==> src/eesched_pkg.sv <==
// ----------------------------------------------------------------------------
// eesched_pkg
// Shared types and constants for the earliest event scheduler: operation
// codes, field widths and the command/status bundles between the
// controller and the datapath.
// ----------------------------------------------------------------------------
`default_nettype none

package eesched_pkg;

  localparam int OP_W   = 3;
  localparam int TYPE_W = 4;
  localparam int TIME_W = 64;

  localparam logic [TIME_W-1:0] NONE_TIME = 64'hffff_ffff_ffff_ffff;

  typedef enum logic [OP_W-1:0] {
    OP_ADD    = 3'd0,
    OP_REMOVE = 3'd1,
    OP_GET    = 3'd2,
    OP_CHECK  = 3'd3,
    OP_POP    = 3'd4,
    OP_REBASE = 3'd5
  } op_t;

  typedef struct packed {
    logic load;
    logic exec;
    logic capture;
    logic scan_start;
    logic out_load;
  } dp_cmd_t;

  typedef struct packed {
    logic scan_req;
    logic scan_done;
  } dp_stat_t;

endpackage

`default_nettype wire

==> src/eesched_dp.sv <==
// ----------------------------------------------------------------------------
// eesched_dp
// Datapath: slot time memory, slot valid bits, input and result registers,
// and the three-stage sweep (read, rebase add, minimum compare).
// ----------------------------------------------------------------------------
`default_nettype none

module eesched_dp #(
  parameter int EVENT_SLOTS = 16
) (
  input  logic                          clk,
  input  logic                          rst_n,
  input  eesched_pkg::dp_cmd_t          cmd,
  output eesched_pkg::dp_stat_t         stat,
  input  logic [eesched_pkg::OP_W-1:0]   in_op,
  input  logic [eesched_pkg::TYPE_W-1:0] in_event_type,
  input  logic [eesched_pkg::TIME_W-1:0] in_due_time,
  input  logic [eesched_pkg::TIME_W-1:0] in_now,
  input  logic [eesched_pkg::TIME_W-1:0] in_old_base,
  input  logic [eesched_pkg::TIME_W-1:0] in_new_base,
  output logic                          out_hit,
  output logic [eesched_pkg::TYPE_W-1:0] out_result_type,
  output logic [eesched_pkg::TIME_W-1:0] out_result_time,
  output logic [eesched_pkg::TIME_W-1:0] out_earliest_time
);
  import eesched_pkg::*;

  localparam int IW = $clog2(EVENT_SLOTS);
  localparam logic [IW-1:0] LAST_SLOT = IW'(EVENT_SLOTS - 1);

  op_t               op_r;
  logic [TYPE_W-1:0] idx_r;
  logic [TIME_W-1:0] due_r;
  logic [TIME_W-1:0] now_r;
  logic [TIME_W-1:0] delta_r;

  logic [EVENT_SLOTS-1:0] slot_valid_r;
  logic [TIME_W-1:0]      slot_mem [EVENT_SLOTS];
  logic [TIME_W-1:0]      rdata_r;

  logic              min_present_r, min_present_nxt;
  logic [IW-1:0]     min_idx_r, min_idx_nxt;
  logic [TIME_W-1:0] min_due_r, min_due_nxt;

  logic              scan_req_r;
  logic              issue_r;
  logic [IW-1:0]     cnt_r;
  logic              s1_v_r;
  logic [IW-1:0]     s1_idx_r;
  logic              s2_v_r;
  logic [IW-1:0]     s2_idx_r;
  logic              s2_sv_r;
  logic [TIME_W-1:0] s2_val_r;

  logic              res_hit_r;
  logic [TYPE_W-1:0] res_type_r;
  logic [TIME_W-1:0] res_time_r;
  logic              res_hit;
  logic [TYPE_W-1:0] res_type;
  logic [TIME_W-1:0] res_time;

  logic              out_hit_r;
  logic [TYPE_W-1:0] out_type_r;
  logic [TIME_W-1:0] out_time_r;
  logic [TIME_W-1:0] out_earliest_r;

  logic              in_range;
  logic [IW-1:0]     slot_a;
  logic              cur_valid;
  logic [IW-1:0]     rd_addr;
  logic              wr_en;
  logic [IW-1:0]     wr_addr;
  logic [TIME_W-1:0] wr_data;
  logic [TIME_W-1:0] reb_val;
  logic              take;
  logic              scan_req_nxt;

  assign in_range  = {{(32-TYPE_W){1'b0}}, idx_r} < 32'(EVENT_SLOTS);
  assign slot_a    = IW'(idx_r);
  assign cur_valid = slot_valid_r[slot_a];
  assign reb_val   = rdata_r + delta_r;

  always_comb begin
    rd_addr = cnt_r;
    if (cmd.exec) begin
      rd_addr = (op_r == OP_POP) ? min_idx_r : slot_a;
    end
  end

  always_comb begin
    wr_en   = 1'b0;
    wr_addr = s1_idx_r;
    wr_data = reb_val;
    if (cmd.exec && op_r == OP_ADD && in_range) begin
      wr_en   = 1'b1;
      wr_addr = slot_a;
      wr_data = due_r;
    end else if (s1_v_r && op_r == OP_REBASE && slot_valid_r[s1_idx_r]) begin
      wr_en = 1'b1;
    end
  end

  always_ff @(posedge clk) begin
    if (wr_en) begin
      slot_mem[wr_addr] <= wr_data;
    end
    rdata_r <= slot_mem[rd_addr];
  end

  always_ff @(posedge clk) begin
    if (cmd.load) begin
      op_r    <= op_t'(in_op);
      idx_r   <= in_event_type;
      due_r   <= in_due_time;
      now_r   <= in_now;
      delta_r <= in_new_base - in_old_base;
    end
  end

  always_comb begin
    scan_req_nxt = 1'b0;
    case (op_r)
      OP_ADD:    scan_req_nxt = in_range;
      OP_REMOVE: scan_req_nxt = in_range && cur_valid;
      OP_POP:    scan_req_nxt = min_present_r;
      OP_REBASE: scan_req_nxt = 1'b1;
      default:   scan_req_nxt = 1'b0;
    endcase
  end

  // set or clear slots on exec, drop the popped slot on capture
  always_ff @(posedge clk) begin
    if (!rst_n) begin
      slot_valid_r <= '0;
      scan_req_r   <= 1'b0;
    end else begin
      if (cmd.exec) begin
        scan_req_r <= scan_req_nxt;
        if (op_r == OP_ADD && in_range) begin
          slot_valid_r[slot_a] <= 1'b1;
        end else if (op_r == OP_REMOVE && in_range) begin
          slot_valid_r[slot_a] <= 1'b0;
        end
      end
      if (cmd.capture && op_r == OP_POP && min_present_r) begin
        slot_valid_r[min_idx_r] <= 1'b0;
      end
    end
  end

  always_comb begin
    res_hit  = 1'b0;
    res_type = '0;
    res_time = '0;
    case (op_r)
      OP_GET: begin
        res_type = idx_r;
        res_hit  = in_range && cur_valid;
        res_time = res_hit ? rdata_r : '0;
      end
      OP_CHECK: begin
        res_hit = min_present_r && (now_r >= min_due_r);
      end
      OP_POP: begin
        res_hit  = min_present_r;
        res_type = min_present_r ? TYPE_W'(min_idx_r) : '0;
        res_time = min_present_r ? rdata_r : '0;
      end
      default: begin
        res_hit = 1'b0;
      end
    endcase
  end

  always_ff @(posedge clk) begin
    if (cmd.capture) begin
      res_hit_r  <= res_hit;
      res_type_r <= res_type;
      res_time_r <= res_time;
    end
  end

  // sweep: issue read, add rebase offset, compare against running minimum
  always_ff @(posedge clk) begin
    if (!rst_n) begin
      issue_r <= 1'b0;
      cnt_r   <= '0;
      s1_v_r  <= 1'b0;
      s2_v_r  <= 1'b0;
    end else begin
      if (cmd.scan_start) begin
        issue_r <= 1'b1;
        cnt_r   <= '0;
      end else if (issue_r) begin
        if (cnt_r == LAST_SLOT) begin
          issue_r <= 1'b0;
        end
        cnt_r <= cnt_r + 1'b1;
      end
      s1_v_r <= issue_r;
      s2_v_r <= s1_v_r;
    end
  end

  always_ff @(posedge clk) begin
    s1_idx_r <= cnt_r;
    s2_idx_r <= s1_idx_r;
    s2_sv_r  <= slot_valid_r[s1_idx_r];
    s2_val_r <= (op_r == OP_REBASE) ? reb_val : rdata_r;
  end

  assign take = s2_v_r && s2_sv_r && (!min_present_r || s2_val_r < min_due_r);

  always_comb begin
    min_present_nxt = min_present_r;
    min_idx_nxt     = min_idx_r;
    min_due_nxt     = min_due_r;
    if (cmd.scan_start) begin
      min_present_nxt = 1'b0;
      min_idx_nxt     = '0;
      min_due_nxt     = NONE_TIME;
    end else if (take) begin
      min_present_nxt = 1'b1;
      min_idx_nxt     = s2_idx_r;
      min_due_nxt     = s2_val_r;
    end
  end

  always_ff @(posedge clk) begin
    if (!rst_n) begin
      min_present_r <= 1'b0;
      min_idx_r     <= '0;
      min_due_r     <= NONE_TIME;
    end else begin
      min_present_r <= min_present_nxt;
      min_idx_r     <= min_idx_nxt;
      min_due_r     <= min_due_nxt;
    end
  end

  always_ff @(posedge clk) begin
    if (cmd.out_load) begin
      out_hit_r      <= res_hit_r;
      out_type_r     <= res_type_r;
      out_time_r     <= res_time_r;
      out_earliest_r <= min_due_r;
    end
  end

  assign stat.scan_req  = scan_req_r;
  assign stat.scan_done = s2_v_r && (s2_idx_r == LAST_SLOT);

  assign out_hit           = out_hit_r;
  assign out_result_type   = out_type_r;
  assign out_result_time   = out_time_r;
  assign out_earliest_time = out_earliest_r;

  a_min_slot_valid: assert property (@(posedge clk) disable iff (!rst_n)
    cmd.load && min_present_r |-> slot_valid_r[min_idx_r])
    else $error("earliest slot is not valid between items");

  a_empty_none_time: assert property (@(posedge clk) disable iff (!rst_n)
    cmd.load && !min_present_r |-> min_due_r == NONE_TIME)
    else $error("no pending event but earliest time is not all ones");

  a_scan_idle_start: assert property (@(posedge clk) disable iff (!rst_n)
    cmd.scan_start |-> !issue_r && !s1_v_r && !s2_v_r)
    else $error("sweep started while previous sweep in flight");

  a_scan_ends: assert property (@(posedge clk) disable iff (!rst_n)
    stat.scan_done |=> !s2_v_r)
    else $error("sweep ran past the last slot");

endmodule

`default_nettype wire

==> src/eesched_ctrl.sv <==
// ----------------------------------------------------------------------------
// eesched_ctrl
// Controller: sequences accept, execute, result capture, minimum sweep and
// result hand-off; owns the input ready and output valid.
// ----------------------------------------------------------------------------
`default_nettype none

module eesched_ctrl (
  input  logic                  clk,
  input  logic                  rst_n,
  input  logic                  in_valid,
  output logic                  in_ready,
  output logic                  out_valid,
  input  logic                  out_ready,
  output eesched_pkg::dp_cmd_t  cmd,
  input  eesched_pkg::dp_stat_t stat
);
  import eesched_pkg::*;

  typedef enum logic [4:0] {
    ST_IDLE = 5'b00001,
    ST_EXEC = 5'b00010,
    ST_READ = 5'b00100,
    ST_SCAN = 5'b01000,
    ST_DONE = 5'b10000
  } state_t;

  state_t state_r, state_nxt;
  logic   out_valid_r, out_valid_nxt;

  always_comb begin
    cmd.load       = (state_r == ST_IDLE) && in_valid;
    cmd.exec       = (state_r == ST_EXEC);
    cmd.capture    = (state_r == ST_READ);
    cmd.scan_start = (state_r == ST_READ) && stat.scan_req;
    cmd.out_load   = (state_r == ST_DONE) && (!out_valid_r || out_ready);
  end

  always_comb begin
    state_nxt = state_r;
    case (state_r)
      ST_IDLE: begin
        if (in_valid) state_nxt = ST_EXEC;
      end
      ST_EXEC: begin
        state_nxt = ST_READ;
      end
      ST_READ: begin
        state_nxt = stat.scan_req ? ST_SCAN : ST_DONE;
      end
      ST_SCAN: begin
        if (stat.scan_done) state_nxt = ST_DONE;
      end
      ST_DONE: begin
        if (!out_valid_r || out_ready) state_nxt = ST_IDLE;
      end
      default: begin
        state_nxt = ST_IDLE;
      end
    endcase
  end

  always_comb begin
    out_valid_nxt = out_valid_r;
    if (cmd.out_load) begin
      out_valid_nxt = 1'b1;
    end else if (out_ready) begin
      out_valid_nxt = 1'b0;
    end
  end

  always_ff @(posedge clk) begin
    if (!rst_n) begin
      state_r     <= ST_IDLE;
      out_valid_r <= 1'b0;
    end else begin
      state_r     <= state_nxt;
      out_valid_r <= out_valid_nxt;
    end
  end

  assign in_ready  = (state_r == ST_IDLE);
  assign out_valid = out_valid_r;

  a_onehot_state: assert property (@(posedge clk) disable iff (!rst_n)
    $onehot(state_r))
    else $error("controller state lost one-hot encoding");

  a_load_free: assert property (@(posedge clk) disable iff (!rst_n)
    cmd.out_load |-> !out_valid_r || out_ready)
    else $error("result register overwritten before it was taken");

  a_scan_leads_done: assert property (@(posedge clk) disable iff (!rst_n)
    state_r == ST_SCAN && stat.scan_done |=> state_r == ST_DONE)
    else $error("sweep finished without moving to result hand-off");

endmodule

`default_nettype wire

==> src/earliest_event_scheduler_top.sv <==
// ----------------------------------------------------------------------------
// earliest_event_scheduler_top
// Fixed slot event scheduler that tracks the earliest pending due time.
//
// Input channel (in_valid/in_ready) carries one operation per item: add,
// remove, get, check due, pop earliest, rebase. Result channel
// (out_valid/out_ready) returns exactly one item per input item.
// An item runs through execute and result capture into the result register
// when the table is not changed (get, check, a no-op remove), and then on
// through a minimum sweep when it is (add, remove, pop, rebase): the slot
// time memory has one read port, so the minimum sweep reads one slot per
// cycle through a three-stage read/add/compare pipeline. Rebase updates
// times during that same sweep. One item is in work at a time, so a new
// item waits for the last one. in_ready rises again once its result is
// in the output register, so the next item is taken while a result waits.
// A stalled receiver holds the result and stalls only the following item.
// Reset clears all valid bits and sets the earliest time to all ones; slot
// times are not cleared, as the values of empty slots are never used.
// ----------------------------------------------------------------------------
`default_nettype none

module earliest_event_scheduler_top #(
  parameter int EVENT_SLOTS = 16
) (
  input  logic                           clk,
  input  logic                           rst_n,
  input  logic                           in_valid,
  output logic                           in_ready,
  input  logic [eesched_pkg::OP_W-1:0]   in_op,
  input  logic [eesched_pkg::TYPE_W-1:0] in_event_type,
  input  logic [eesched_pkg::TIME_W-1:0] in_due_time,
  input  logic [eesched_pkg::TIME_W-1:0] in_now,
  input  logic [eesched_pkg::TIME_W-1:0] in_old_base,
  input  logic [eesched_pkg::TIME_W-1:0] in_new_base,
  output logic                           out_valid,
  input  logic                           out_ready,
  output logic                           out_hit,
  output logic [eesched_pkg::TYPE_W-1:0] out_result_type,
  output logic [eesched_pkg::TIME_W-1:0] out_result_time,
  output logic [eesched_pkg::TIME_W-1:0] out_earliest_time
);
  import eesched_pkg::*;

  dp_cmd_t  cmd;
  dp_stat_t stat;

  eesched_ctrl u_ctrl (
    .clk       (clk),
    .rst_n     (rst_n),
    .in_valid  (in_valid),
    .in_ready  (in_ready),
    .out_valid (out_valid),
    .out_ready (out_ready),
    .cmd       (cmd),
    .stat      (stat)
  );

  eesched_dp #(
    .EVENT_SLOTS(EVENT_SLOTS)
  ) u_dp (
    .clk               (clk),
    .rst_n             (rst_n),
    .cmd               (cmd),
    .stat              (stat),
    .in_op             (in_op),
    .in_event_type     (in_event_type),
    .in_due_time       (in_due_time),
    .in_now            (in_now),
    .in_old_base       (in_old_base),
    .in_new_base       (in_new_base),
    .out_hit           (out_hit),
    .out_result_type   (out_result_type),
    .out_result_time   (out_result_time),
    .out_earliest_time (out_earliest_time)
  );

endmodule

`default_nettype wire

==> config.mk <==
export PLATFORM = sky130hd
export DESIGN_NAME = earliest_event_scheduler_top
export DESIGN_NICKNAME = d
export VERILOG_FILES = /design/src/eesched_pkg.sv /design/src/eesched_dp.sv /design/src/eesched_ctrl.sv /design/src/earliest_event_scheduler_top.sv
export SDC_FILE = /design/constraint.sdc
export NUM_CORES = 2
export LEC_CHECK = 0
export ABC_AREA = 1
export BUFFER_PORTS_ARGS = -buffer_cell sky130_fd_sc_hd__buf_2
export CAP_MARGIN = 20
export CORE_UTILIZATION = 57
export DETAILED_ROUTE_END_ITERATION = 12
export PLACE_DENSITY = 0.85
export SETUP_SLACK_MARGIN = 0.3
export SKIP_CTS_REPAIR_TIMING = 1
export SLEW_MARGIN = 20
export SYNTH_ARGS = -nofsm -noshare
export SYNTH_HDL_FRONTEND = slang
export SYNTH_SLANG_ARGS = --single-unit
==> constraint.sdc <==
create_clock -name clk -period 24.1 [get_ports clk]
set_input_delay 1.205 -clock clk [delete_from_list [all_inputs] [get_ports clk]]
set_output_delay 1.205 -clock clk [all_outputs]
set_load 0.03 [all_outputs]
==> metrics.cfg <==
[status]
status=completed

[drt]
wirelength_um=234400
wire_per_inst_um=24.98
drc=0
vias_per_cell=6.116
drt_iter0_markers=8815
first_pass_iters=7
vias=57391
antenna_left=0

[critical_path]
cp_data_required_time_ns=24.78
path_cells=inv_2, nand2_2, nor2_1, and3_1, o211ai_1, nand2_8, buf_12, buf_16, buf_4, buf_4, nand2_1, o211ai_1, nand3_1, nand3_1, nand2_1
cp_slowest_cell=buf_4
cp-startpoint=u_ctrl.state_r[3]
cp_num_buf_inv=5
critPathKind=flop to flop
critPathLaunchType=flop
reg2reg_to=u_dp.rdata_r[33]
r2r-start=u_ctrl.state_r[3]
cp.depth=15
cpPeakStageDelay_ns=0.97
critPathTopFamily=buffers and inverters
cp_max_fo=203
r2r_cells=15
ff2ff_setup_slack_ns=18.09
cp-end-kind=flop
critPathArrivalTime_ns=6.69

[die]
start_util_pct=57.78
rows=132
ios=402
die_x_um=365.4
die_area_um2=133500
core_um2=130300
fp.dieH_um=365.4

[yosys]
synth_cells=7133
ys_seq_area_share_pct=63.11
synth-xor-area-share_pct=0.8376
synth_fp_nets=7656
synth_compound_area_share_pct=9.948
syn_area_per_cell_um2=10.55
yosysWarnings=0
synth-seq-cells=1661
synthAdderAreaFrac_pct=4.274
synth_top_family_by_area=simple AND/OR/NAND/NOR gates
synth-edff-count=1425
synthSimpleGateAreaFrac_pct=14.53
synthMuxAreaShare_pct=0.03989
async_flop_share_pct=0
ys_types=45
syn-cell-area_um2=75290
ys.flop_type=edfxtp_1

[timing]
drv_slew=0
worstMarginPinSlew_ns=1.243
skew_ns=0.05440
max_slew_margin_pct=16.26
setup_viol=0
fin_ws_ns=18.09
fmax_mhz=166.5
period_needed_ns=6.006
grt_setup_unrepaired=false
fin_crit_sh_pct=24.92
finalSetupTns_ns=0
hold_violations=0

[finish]
syn_to_final_growth_pct=12.00
fill_cells=9326
final_common_cell=edfxtp_1
finish.instance_area_um2=84320
mostFrequentLayoutCells=edfxtp_1 (1425), nand2_1 (1342), inv_1 (1075), nand3_1 (704), o211ai_1 (521)
drive_gt1_share_pct=10.03
layout.nets=8020
utilization_pct=64.71

[clock_tree]
cts_max_level=4
clock-sinks=1661
cts_tree=done
clk_path_buf_depth=3
tritoncts.num_buffers=162
clock_latency_ns=0.83
clock_tree.root_cell=clkbuf_16
clkTransAtPathRegs_ns=0.06

[hold_path]
hold_depth=0
hold_path.class=flop to flop
holdPathEnd=u_dp.out_result_time[35]
min-delay-start=u_dp.res_time_r[35]

[place]
dp_slack_ns=18.46
io_buffer_count=401
gp_congestion=1.073
place_area_um2=78920
dp_hpwl_um=155700

[power_and_ir_drop]
leakagePower_nw=35.13
peakVddDrop_uv=91.77
power_density_nw_per_um2=88.05

[global_route]
grt_pass1_wl_um=336500
overflow=0
antenna_found_initial=14
track_usage_pct=34.39
grt_max_degree=299
grt_pass1_vias=53532

[flow_run]
maxCapViolCount=0

[area by class of cell]
cell class / instances / area (um2) / share of cell area (%)
timing repair buffer: 479 / 2650 / 3.143
sequential: 1661 / 47520 / 56.35
tap: 1742 / 2180 / 2.585
clock buffer: 240 / 4738 / 5.619
clock inverter: 62 / 616.8 / 0.7315
inverter: 1088 / 4098 / 4.859
antenna: 7 / 17.52 / 0.02077
multi-input combinational: 4105 / 22510 / 26.69
[where the power goes]
| group | total (mW) | leakage, nW | switching [mW] | internal (mW) |
|---|---|---|---|---|
| clock | 2.55 | 2.62 | 1.09 | 1.46 |
| sequential | 3.62 | 14.9 | 0.106 | 3.51 |
| combinational | 1.26 | 17.6 | 0.969 | 0.291 |
| total | 7.42 | 35.1 | 2.17 | 5.26 |
[state kept, by name (all words and copies together), names as in the netlist, 5 cells and up]
register	count
u_dp.out_result_time	64
u_dp.rdata_r	64
u_dp.out_earliest_time	64
u_dp.delta_r	64
u_dp.res_time_r	64
u_dp.s2_val_r	64
u_dp.slot_valid_r	16
u_dp.min_due_r	64
u_ctrl.state_r	5
u_dp.due_r	64
u_dp.slot_mem	1024
u_dp.now_r	64
[cells in the mapped netlist, types with 5 or more instances]
master    count  area, um2
a21oi_1     259       1296
a22oi_1      19      142.6
nor2_1      448       1682
a21boi_0     11      82.58
nor3_1       26      130.1
nand2_1    1345       5049
o21ai_0     246       1231
dfxtp_1     236       4725
nand3b_1     12      90.09
o21a_1       20      150.1
a31oi_1      11      68.82
inv_1      1077       4043
a211oi_1     17      127.6
buf_2       162      810.8
xor2_1       51      446.7
buf_6         5      56.30
o211ai_1    521       3911
nor4_1       14      87.58
xnor2_1      21      183.9
nand3_1     704       3523
nand4_1      43      269.0
inv_2         8      30.03
clkbuf_1     68      255.2
buf_4        24      180.2
o21bai_1     24      180.2
edfxtp_1   1425      42790
ha_1        254       3178
a21o_1       21      157.7
or2_2         6      37.54
buf_1        20      75.07
[cell families (layout without fill, tap and decap cells)]
logic type,after synthesis,count (layout)
AND/OR/NAND/NOR,2608,2608
flip-flops,1661,1661
buffers and inverters,1367,1869
AO/OA/AOI/OAI,1166,1166
adder cells (fa/ha/maj),256,256
XOR/XNOR,72,72
multiplexers,3,3
other,0,7
[layer usage]
layer / track usage [%] / routed length [um]
met5: 0 / 0
met4: 20.63 / 15170
met3: 6.220 / 26210
met2: 53.26 / 106000
met1: 45.41 / 87080
[worst max path at each step]
stage	to	slack (ns)
CTS	u_dp.rdata_r[33]	18.36
finish	u_dp.rdata_r[33]	18.09
floorplan	u_dp.delta_r[0]	13.29
detailed placement	u_dp.rdata_r[61]	18.46
global placement	u_dp.rdata_r[60]	18.66
global route	u_dp.rdata_r[61]	17.75
[per-stage QoR]
stage / cells / hold WS [ns] / total power, mW
floorplan: 7133 / 0.3290 / 4.322
global placement: 9074 / 0.3991 / 4.837
detailed placement: 9074 / 0.4042 / 4.870
CTS: 9376 / 0.3923 / 7.374
global route: 9381 / 0.3868 / 7.616
finish: 9384 / 0.3880 / 7.425
Note: power is estimated with default switching activity, not from simulation.
